[config.mk]
export PLATFORM = sky130hd
export DESIGN_NAME = fpa_front
export DESIGN_NICKNAME = d
export VERILOG_FILES = /design/src/hdl/fpa_pkg.sv /design/src/hdl/fpa_front.sv
export SDC_FILE = /design/constraint.sdc
export NUM_CORES = 1
export LEC_CHECK = 0
export BUFFER_PORTS_ARGS = -buffer_cell sky130_fd_sc_hd__buf_2
export CAP_MARGIN = 10
export CORE_MARGIN = 3
export CORE_UTILIZATION = 40
export DETAILED_ROUTE_END_ITERATION = 12
export GPL_TIMING_DRIVEN = 1
export PLACE_DENSITY = 0.67
export REMOVE_ABC_BUFFERS = 1
export SETUP_SLACK_MARGIN = 0.05
export SLEW_MARGIN = 20
export SYNTH_ARGS = -nofsm -noshare
export SYNTH_HDL_FRONTEND = slang
export SYNTH_SLANG_ARGS = --single-unit
[constraint.sdc]
create_clock -name clk -period 0.8 [get_ports clk]
set_input_delay 0.08 -clock clk [delete_from_list [all_inputs] [get_ports clk]]
set_output_delay 0.08 -clock clk [all_outputs]
set_load 0.1 [all_outputs]
[src/hdl/fpa_pkg.sv]
// shared types and codes for the fixed-point alu
package fpa_pkg;

	localparam logic [3:0] OP_ADD = 4'd0;
	localparam logic [3:0] OP_SUB = 4'd1;
	localparam logic [3:0] OP_MUL = 4'd2;
	localparam logic [3:0] OP_DIV = 4'd3;
	localparam logic [3:0] OP_GT = 4'd4;
	localparam logic [3:0] OP_LT = 4'd5;
	localparam logic [3:0] OP_GE = 4'd6;
	localparam logic [3:0] OP_LE = 4'd7;
	localparam logic [3:0] OP_EQ = 4'd8;
	localparam logic [3:0] OP_NE = 4'd9;
	localparam logic [3:0] OP_MIN = 4'd10;
	localparam logic [3:0] OP_MAX = 4'd11;
	localparam logic [3:0] OP_INC = 4'd12;
	localparam logic [3:0] OP_DEC = 4'd13;
	localparam logic [3:0] OP_FROMINT = 4'd14;
	localparam logic [3:0] OP_TOINT = 4'd15;

	localparam logic [1:0] ST_OK = 2'd0;
	localparam logic [1:0] ST_OVF = 2'd1;
	localparam logic [1:0] ST_DIV0 = 2'd2;

	typedef struct packed {
		logic [3:0] operation;
		logic signed [31:0] operand_a;
		logic signed [31:0] operand_b;
	} fpa_in_t;

	typedef struct packed {
		logic signed [31:0] result_value;
		logic compare_true;
		logic [1:0] status;
	} fpa_out_t;

	// classified item carried from front to back
	typedef struct packed {
		logic [3:0] op;
		logic neg;
		logic [31:0] mag_a;
		logic [31:0] mag_b;
		logic signed [31:0] a;
		logic signed [31:0] b;
	} fpa_cls_t;

endpackage

[src/hdl/fpa_front.sv]
// front end: accepts beats, classifies and queues them
module fpa_front (
	input logic clk,
	input logic arst_n,
	input logic start,
	input fpa_pkg::fpa_in_t operands,
	output logic busy,
	output logic item_valid,
	output fpa_pkg::fpa_cls_t item
);
	import fpa_pkg::*;

	fpa_cls_t cls;
	logic valid_q;
	fpa_cls_t item_q;

	// split operands into sign and magnitude
	always_comb begin
		cls.op = operands.operation;
		cls.a = operands.operand_a;
		cls.b = operands.operand_b;
		cls.mag_a = operands.operand_a[31] ? 32'(-operands.operand_a) : operands.operand_a;
		cls.mag_b = operands.operand_b[31] ? 32'(-operands.operand_b) : operands.operand_b;
		cls.neg = operands.operand_a[31] ^ operands.operand_b[31];
	end

	// one-entry queue, back end always drains it
	always_ff @(posedge clk or negedge arst_n) begin
		if (!arst_n) begin
			valid_q <= 1'b0;
		end else begin
			valid_q <= start;
		end
	end

	always_ff @(posedge clk) begin
		if (start) begin
			item_q <= cls;
		end
	end

	assign busy = 1'b0;
	assign item_valid = valid_q;
	assign item = item_q;
endmodule

## Word-level counts from Yosys, hierarchy flattened

Cells that the tools add are included.

| word-level totals | value |
|---|---|
| input bits | 71 |
| bits in registers | 134 |
| word-level logic and storage cells | 14 |
| output and inout bits | 135 |

| cells by class | value |
|---|---|
| bitwise gates (word level) | 1 |
| add/sub/neg operators | 2 |
| muxes and demuxes | 2 |

Operators by type and width:

| operator | count |
|---|---|
| 32-bit negation | 2 |
| 31-bit 2-to-1 mux | 2 |
| 1-bit XOR | 1 |

## Depth between registers and ports, before layout

Gate-level depths: netlist (run 1).

| logic depth | value |
|---|---|
| depth after elaboration | 2 |
| depth in mapped cells | 7 |
| gate-level depth less buffers | 6 |

## Worst setup path after synthesis (run 1)

OpenSTA, ideal clock, no wires.

| path | value |
|---|---|
| path type | input port to flip-flop |
| start point | input port operands[10] in the netlist's numbering |
| end point | register item_q (netlist bit item[93]), data pin |
| arrival time | 1.889 ns |
| slack | -1.350 ns |
| cell stages on the path | 7 |
| buffers on the path | 3 |
| data required time | 0.539 ns |
| setup time | 0.261 ns |
| path through | or4_1 buf_2 or4_4 buf_6 buf_6 o41ai_4 xnor2_1 |

RTL lines:

| element | line | RTL |
|---|---|---|
| from (decl) | fpa_front.sv:6 | `input fpa_pkg::fpa_in_t operands,` |
| to (signal assigned) | fpa_front.sv:38 | `item_q <= cls;` |
| to (decl) | fpa_front.sv:15 | `fpa_cls_t item_q;` |

==> summary by stage, run 1 <==
Die
During I/O placement, the number of pins put on the boundary was 206. The die area is 15,100 µm². The floorplan has 42 rows. The initial core utilization is 0.412.

The width of the die is 123 µm. The placeable core area is 13,300 µm². Measured along the y axis, the die boundary spans 123 µm.

Flow run
Max-cap violations in this run came to 0.

STA
The hold violation total from the final report came to 0. Setup repair after global routing could not meet its margin everywhere. The number of max-slew violations in the final report is 0. The final worst slack is -1.08 ns. The routed design could run at a clock period as short as 1.88 ns. Timing would allow up to 532 MHz.

Setup violations remaining at the end of the flow were counted as 186. Final hold analysis gives a worst-case slack of 0.0306 ns. The post-route fraction of the period consumed by the critical path is 2.35.

Routing
The final layout contains routed wiring with a total length of 27,100 µm. The detailed-route via count is 5,147. The detailed router's first-iteration violation count is 532. The routed via count divided by cell count is 5.55.

The pre-antenna-repair detailed-routing pass consisted of 5 iterations. The per-cell routed wire length is 29.2 µm. The detail route stage leaves a number of antenna-violating nets equal to 0.

After detailed routing, the number of remaining DRC violations is 0.

Yosys
Sorting the synthesized cells by area gives the leading types as sky130_fd_sc_hd__edfxtp_1, sky130_fd_sc_hd__xnor2_1, sky130_fd_sc_hd__o41ai_1. The fraction of synthesis flops using an asynchronous set or reset pin is 0.00758. The synthesized design contains 131 enable-type register cells. In the synthesized netlist, the cells that appear most often are sky130_fd_sc_hd__edfxtp_1, sky130_fd_sc_hd__xnor2_1, sky130_fd_sc_hd__o41ai_1. The post-synth design cell area is 5480 µm². Dividing the synthesized area by the synthesized cell count gives 16.1 µm². sky130_fd_sc_hd__edfxtp_1 is the most common cell in the netlist. The most frequently used flop master after synthesis is sky130_fd_sc_hd__edfxtp_1.

The proportion of synthesized chip area in sequential cells is 0.723. The total of flip-flops plus latches after synthesis is 132. The Yosys step of the flow raised 0 warnings. The top-area cell type share of the netlist area is 0.718. The number of instances in the synthesized netlist is 341. Counting distinct cell types in the post-synthesis netlist gives 32. The cell taking the most area after synthesis is sky130_fd_sc_hd__edfxtp_1.

Final layout
The area growth from synthesis to layout is 123%. For this run, the post-layout net count is 813. In the final layout, the share of cells above drive strength 1 is 0.623. The number of antenna cells inserted is 0.

Global route
The number of global-route vias before repair is 5,432. In the global route stage, overall resource usage came out at 0.313. The initial antenna violation count came to 0. The maximum number of pins on one net before global-route repair is 40. The first global-routing pass estimated 34,200 µm of wire. The global route total overflow is 0.

Power and ir drop
IR analysis of the VDD net gives a maximum drop of 2.05 mV. The design draws 26.9 mW. The power density over the cells is 2210 nW/µm². Summed over all cells, the static leakage comes to 5.07 nW.

Critical path
The critical path class is input pin to register. In this run the worst setup path terminates at item[94]$_DFFE_PP_. Along the worst path, the maximum fanout reaches 7. The worst setup path is captured at a register. The kind of start point of the critical path is an input pin. The required time of the critical path is 0.95 ns. The critical path arrival is 2.03 ns.

The critical path starts at operands[8].

Place
The number of buffers added on ports is 204. The weighted congestion reported at the end of routability-driven placement is 0.884. The half-perimeter wire length after detailed placement is 12,600 µm.

Clocking
The maximum clock path buffer count is 2. The master cell of the clock root buffer is sky130_fd_sc_hd__clkbuf_16. The total number of H-tree levels is 4. The CTS clock-pin slew for the worst setup and hold paths is 0.06 ns. TritonCTS built the clock tree. Buffers inserted during clock tree synthesis total 17. The number of clock sinks is 132.

Hold path
Along the worst hold path, the cell count comes to 2. The type of the tightest min-delay check is input pin to register.

Run status
The checks that failed: negative setup slack. The run finished, with violations left.
layout by cell type (no fill, tap or decap), drive strengths merged:
| cell type | synthesis | final |
|---|---|---|
| edfxtp | 131 | 131 |
| or2 | 6 | 6 |
| nor3 | 7 | 7 |
| xnor2 | 57 | 57 |
| nor4 | 5 | 5 |
| clkinv | 0 | 6 |
| clkinvlp | 0 | 2 |
| nand3 | 5 | 5 |
| a31oi | 2 | 2 |
| nand2 | 17 | 17 |
| o21ai | 9 | 9 |
| o31ai | 16 | 16 |
| conb | 1 | 1 |
| clkbuf | 9 | 20 |
| or4 | 8 | 8 |
| buf | 7 | 344 |
| ha | 4 | 4 |
| or3 | 8 | 8 |
| bufinv | 0 | 4 |
| dlygate4sd3 | 0 | 44 |
| o41ai | 24 | 24 |
| xor2 | 2 | 2 |
| nor2 | 4 | 4 |
| or4b | 1 | 1 |
| dfrtp | 1 | 1 |
| nand2b | 4 | 4 |
| nor4b | 2 | 2 |
| nand3b | 3 | 3 |
| dlymetal6s4s | 0 | 6 |
| nand4 | 1 | 1 |
| inv | 7 | 7 |
routing by layer:
layer | wire length [µm] | global-route usage
met5 | 0 | 0
met2 | 14300 | 0.546
met3 | 2530 | 0.114
met1 | 9290 | 0.337
met4 | 913 | 0.149
cells by family (layout without fill, tap and decap cells):
logic type,Yosys count,count (layout),synth area share
AO/OA/AOI/OAI,51,51,0.0784
XOR/XNOR,59,59,0.0944
adder cells (fa/ha/maj),4,4,0.00914
buffers and inverters,23,433,0.0208
flip-flops,132,132,0.723
other,1,1,0.000685
AND/OR/NAND/NOR,71,71,0.0736
state kept, by name (all words and copies together), names as in the netlist:
register,cells
item_valid,1
item,131
power breakdown:
group,internal [mW],switching [mW]
registers,8.39,0.608
logic,3.47,6.18
clock network,5.17,3.11
what timing repair did:
item,CTS,global route
pin swaps,58,45
endpoints found under the hold margin,51,0
buffers inserted,21,18
gates resized for setup,175,65
hold buffers,51,0
setup endpoints to repair,187,192
gates cloned,2,0
per-stage QoR:
| stage | worst slack, ns | TNS, ns | std cells | cell area [µm²] | utilization |
|---|---|---|---|---|---|
| CTS | -0.924 | -71.35 | 916 | 11800 | 0.889 |
| global route | -1.08 | -79.08 | 927 | 12200 | 0.918 |
| finish | -1.08 | -74.51 | 927 | 12200 | 0.918 |
| detailed placement | -1.51 | -62.38 | 812 | 9520 | 0.716 |
| global placement | -1.40 | -56.86 | 812 | 9520 | 0.716 |
| floorplan | -1.28 | -70.18 | 325 | 5390 | - |
cell type report:
type                       count  area, µm²
clock buffer                  20        437
clock inverter                12        161
fill                         399       1090
inverter                       7       31.3
sequential                   132       3960
tap                          176        220
timing repair buffer         394       4950
multi-input combinational    186       2440
worst min path at each step:
stage | from | endpoint | slack [ns]
finish | operands[62] | item[127]$_SDFFCE_PN0P_ | 0.03
global route | operands[17] | item[17]$_DFFE_PP_ | 0.01
detailed placement | arst_n | item_valid$_DFF_PN0_ | -0.14
global placement | arst_n | item_valid$_DFF_PN0_ | -0.15
floorplan | arst_n | item_valid$_DFF_PN0_ | -0.22
CTS | operands[30] | item[95]$_SDFFCE_PN0P_ | -0.002
worst max-delay path, stage by stage:
cell and delay (ns):
sky130_fd_sc_hd__buf_6 0.09, sky130_fd_sc_hd__or4_4 0.55, sky130_fd_sc_hd__or4_4 0.61, sky130_fd_sc_hd__buf_12 0.20, sky130_fd_sc_hd__o41ai_4 0.34, sky130_fd_sc_hd__xnor2_2 0.16
Note: power is estimated with default switching activity, not from simulation.
==> inputs of run 2 (changes only) <==
- CTS_BUF_LIST: default -> sky130_fd_sc_hd__clkbuf_8
==> run 2 against run 1 <==
  * The flow still finishes with violations (negative setup slack)
  * Combinational power increased by 0.5%
  * Setup slack improved by 0.19 ns
  * Sequential power about the same
  * Wire length increased by 0.77%
  * Cell count increased by 2.2%
  * Design area increased by 0.13%
  * Via count increased by 3.8%
  * Largest cell class unchanged
  * Largest power group unchanged
==> summary by stage, run 2 (same netlist as run 1, synthesis figures left out) <==
Run status
The run finished, with violations left. The checks that failed: negative setup slack.

Hold path
The type of the tightest min-delay check is input pin to register.

Die
The die height was 123 µm (unchanged). The number of placement rows is 42 (unchanged). The initial core utilization is 0.412 (unchanged). The placeable core area is 13,300 µm² (unchanged). The width of the die is 123 µm (unchanged). The die area is 15,100 µm² (unchanged). The I/O pin count is 206 (unchanged).

Routing
The post-route antenna net violation count is 0 (unchanged). The number of remaining DRC errors came to 0 (unchanged). The detailed-route via count is 5,345 (+3.8%).

The routed wire length was 27,300 µm (+0.77%). The number of iterations in the first detailed-routing pass is 5 (unchanged). The routed via count divided by cell count was 5.64 (+1.7%). The per-cell routed wire length is 28.8 µm (-1.4%). The detailed router's first-iteration violation count is 611 (+15%).

Clocking
The maximum clock path buffer count is 2 (unchanged). TritonCTS built the clock tree. The CTS clock-pin slew for the worst setup and hold paths came to 0.08 ns (+0.02 ns). The number of clock buffers inserted by TritonCTS is 17 (unchanged). The number of clock sinks came to 132 (unchanged). The tree is rooted in a sky130_fd_sc_hd__clkbuf_8. The total number of H-tree levels is 4 (unchanged).

Final layout
Leaving out fill and tap cells, the most frequent cells in the layout are sky130_fd_sc_hd__buf_12, sky130_fd_sc_hd__edfxtp_1, sky130_fd_sc_hd__buf_4, sky130_fd_sc_hd__dlygate4sd3_1, sky130_fd_sc_hd__buf_2. The filler cell count in the final layout came to 410 (+2.8%). The non-filler instance count after layout came to 947 (+2.2%). The share of layout cells above drive strength 1 was 0.619 (-0.00449). Compared with the post-synthesis result, the final layout area differs by 123%. The net count reported at finish is 833 (+2.5%). The number of antenna cells inserted was 0 (unchanged). The leading cell type in the layout, fill and taps excluded is sky130_fd_sc_hd__buf_12. The flip-flop count of the largest register, all copies and words added is 131 (unchanged).

Critical path
The kind of start point of the critical path is an input pin. The critical path goes through buf_8, or4_4, or4_4, buf_12, o41ai_4, xnor2_1. The count of buffering cells on the critical path with inverters included was 2 (unchanged). The biggest cell delay along the critical path is 0.56 ns (-0.05 ns).

The cell repeated most along the worst path is sky130_fd_sc_hd__or4_4. The capture point of the worst path is item[116]$_DFFE_PP_. The required time of the critical path came to 1.02 ns (+0.07 ns).

The worst setup path is captured at a register. The total stage count of the critical path was 6 (unchanged). The critical path startpoint is operands[43]. The critical path arrival is 1.91 ns (-0.12 ns). The master of the slowest instance on the critical path is sky130_fd_sc_hd__or4_4. The critical path is of the input pin to register type. The cell family with the largest share of critical-path delay is simple AND/OR/NAND/NOR gates. The maximum fanout along the worst path is 5 (-2).

Global route
The met2 global-route usage is 0.568 (+0.0219). The number of global-route vias before repair is 5,452 (+0.37%). The total routing resource utilization after global routing came to 0.315 (+0.00171).

The maximum number of pins on one net before global-route repair is 40 (unchanged). The wire length of the first global-routing pass came to 34,500 µm (+0.91%). The met1 usage in global routing is 0.345 (+0.00738). The met3 routing resource usage after global routing is 0.104 (-0.0101). After global routing, the most crowded layer is met2. The global route total overflow is 0 (unchanged). The initial antenna violation count is 0 (unchanged).

STA
The final worst slack came to -0.891 ns (+0.189 ns). The highest achievable clock rate is 591 MHz (+11%). The number of max-slew violations in the final report is 0 (unchanged).

The hold violation total from the final report is 0 (unchanged). The post-route fraction of the period consumed by the critical path is 2.11 (-0.236). The time the final worst path needs with I/O delays and setup is 1.69 ns (-0.189 ns).

The number of setup violations in the final report is 184 (-1.1%). Setup repair after global routing could not meet its margin everywhere.

Power and ir drop
The leakage component of the power came to 5.05 nW (-0.47%). The maximum vdd drop is 1.39 mV (-32%). The power density over the cells is 2040 nW/µm² (-7.4%).

Place
The weighted congestion reported at the end of routability-driven placement came to 0.884 (unchanged). The number of buffers added on ports came to 204 (unchanged). The setup slack at placement is -1.51 ns (unchanged). The half-perimeter wire length after detailed placement is 12,600 µm (unchanged). The number of placed instances, taps included is 812 (unchanged).

Flow run
The number of max-cap violations came to 0 (unchanged).
run 2: changes by cell type in the layout (fill, tap and decap cells not counted), sizes merged:
cell,previous run,this run
clkbuf,20,18
dlygate4sd3,44,59
inv,7,10
buf,344,351
or4,8,9
dlymetal6s4s,6,2
run 2: cell type report:
class | instances | area, µm² | share of cell area
repair buffers | 413 | 5160 | 0.422
multi-input cells | 187 | 2440 | 0.200
clock inverters | 15 | 173 | 0.0141
well taps | 176 | 220 | 0.0180
clock buffers | 17 | 234 | 0.0192
flip-flops and latches | 132 | 3960 | 0.324
inverters | 7 | 33.8 | 0.00277
run 2: worst min-delay path by stage:
stage	startpoint	endpoint	slack [ns]	depth (start not counted)
detailed placement	arst_n	item_valid$_DFF_PN0_	-0.14	1
floorplan	arst_n	item_valid$_DFF_PN0_	-0.22	0
CTS	operands[4]	item[68]$_DFFE_PP_	-0.001	3
global placement	arst_n	item_valid$_DFF_PN0_	-0.15	1
finish	operands[19]	item[83]$_DFFE_PP_	0.01	3
global route	operands[16]	item[16]$_DFFE_PP_	-0.006	2
run 2: what timing repair did:
action                                  CTS  global route
hold buffers                             61             0
resized for setup                       181            58
gates cloned                              1             1
setup buffers                            24            27
endpoints found under the setup margin  186           188
pin swaps                                51            61
hold endpoints to repair                 66             0
run 2: layer usage:
layer | vias up | routed length, µm
met2 | 402 | 14400
met5 | - | 0
met4 | 0 | 725
met1 | 2697 | 9350
met3 | 68 | 2810
li1 | 2178 | -
run 2: worst min-delay path, cell delays in order:
cell,delay [ns]
sky130_fd_sc_hd__buf_6,0.07
sky130_fd_sc_hd__buf_4,0.10
sky130_fd_sc_hd__xnor2_1,0.11
run 2: where the power goes:
group | internal (mW) | total [mW] | switching [mW] | leakage [nW]
Sequential | 8.38 | 8.97 | 0.595 | 1.29
Combinational | 3.51 | 9.70 | 6.19 | 3.54
Clock | 3.31 | 6.29 | 2.98 | 0.211
Total | 15.2 | 25.0 | 9.76 | 5.05
run 2: per-stage QoR:
stage	hold slack, ns	instance area, µm²	utilization	power, mW	setup TNS [ns]
2_1_floorplan	-0.216	5390	-	13.7	-70.18
3_3_place_gp	-0.145	9520	0.716	17.5	-56.86
3_5_place_dp	-0.144	9520	0.716	17.7	-62.38
4_1_cts	-0.00143	11800	0.887	24.1	-74.20
5_1_grt	-0.00564	12200	0.919	25.4	-84.85
6_report	0.0103	12200	0.919	25.0	-80.11
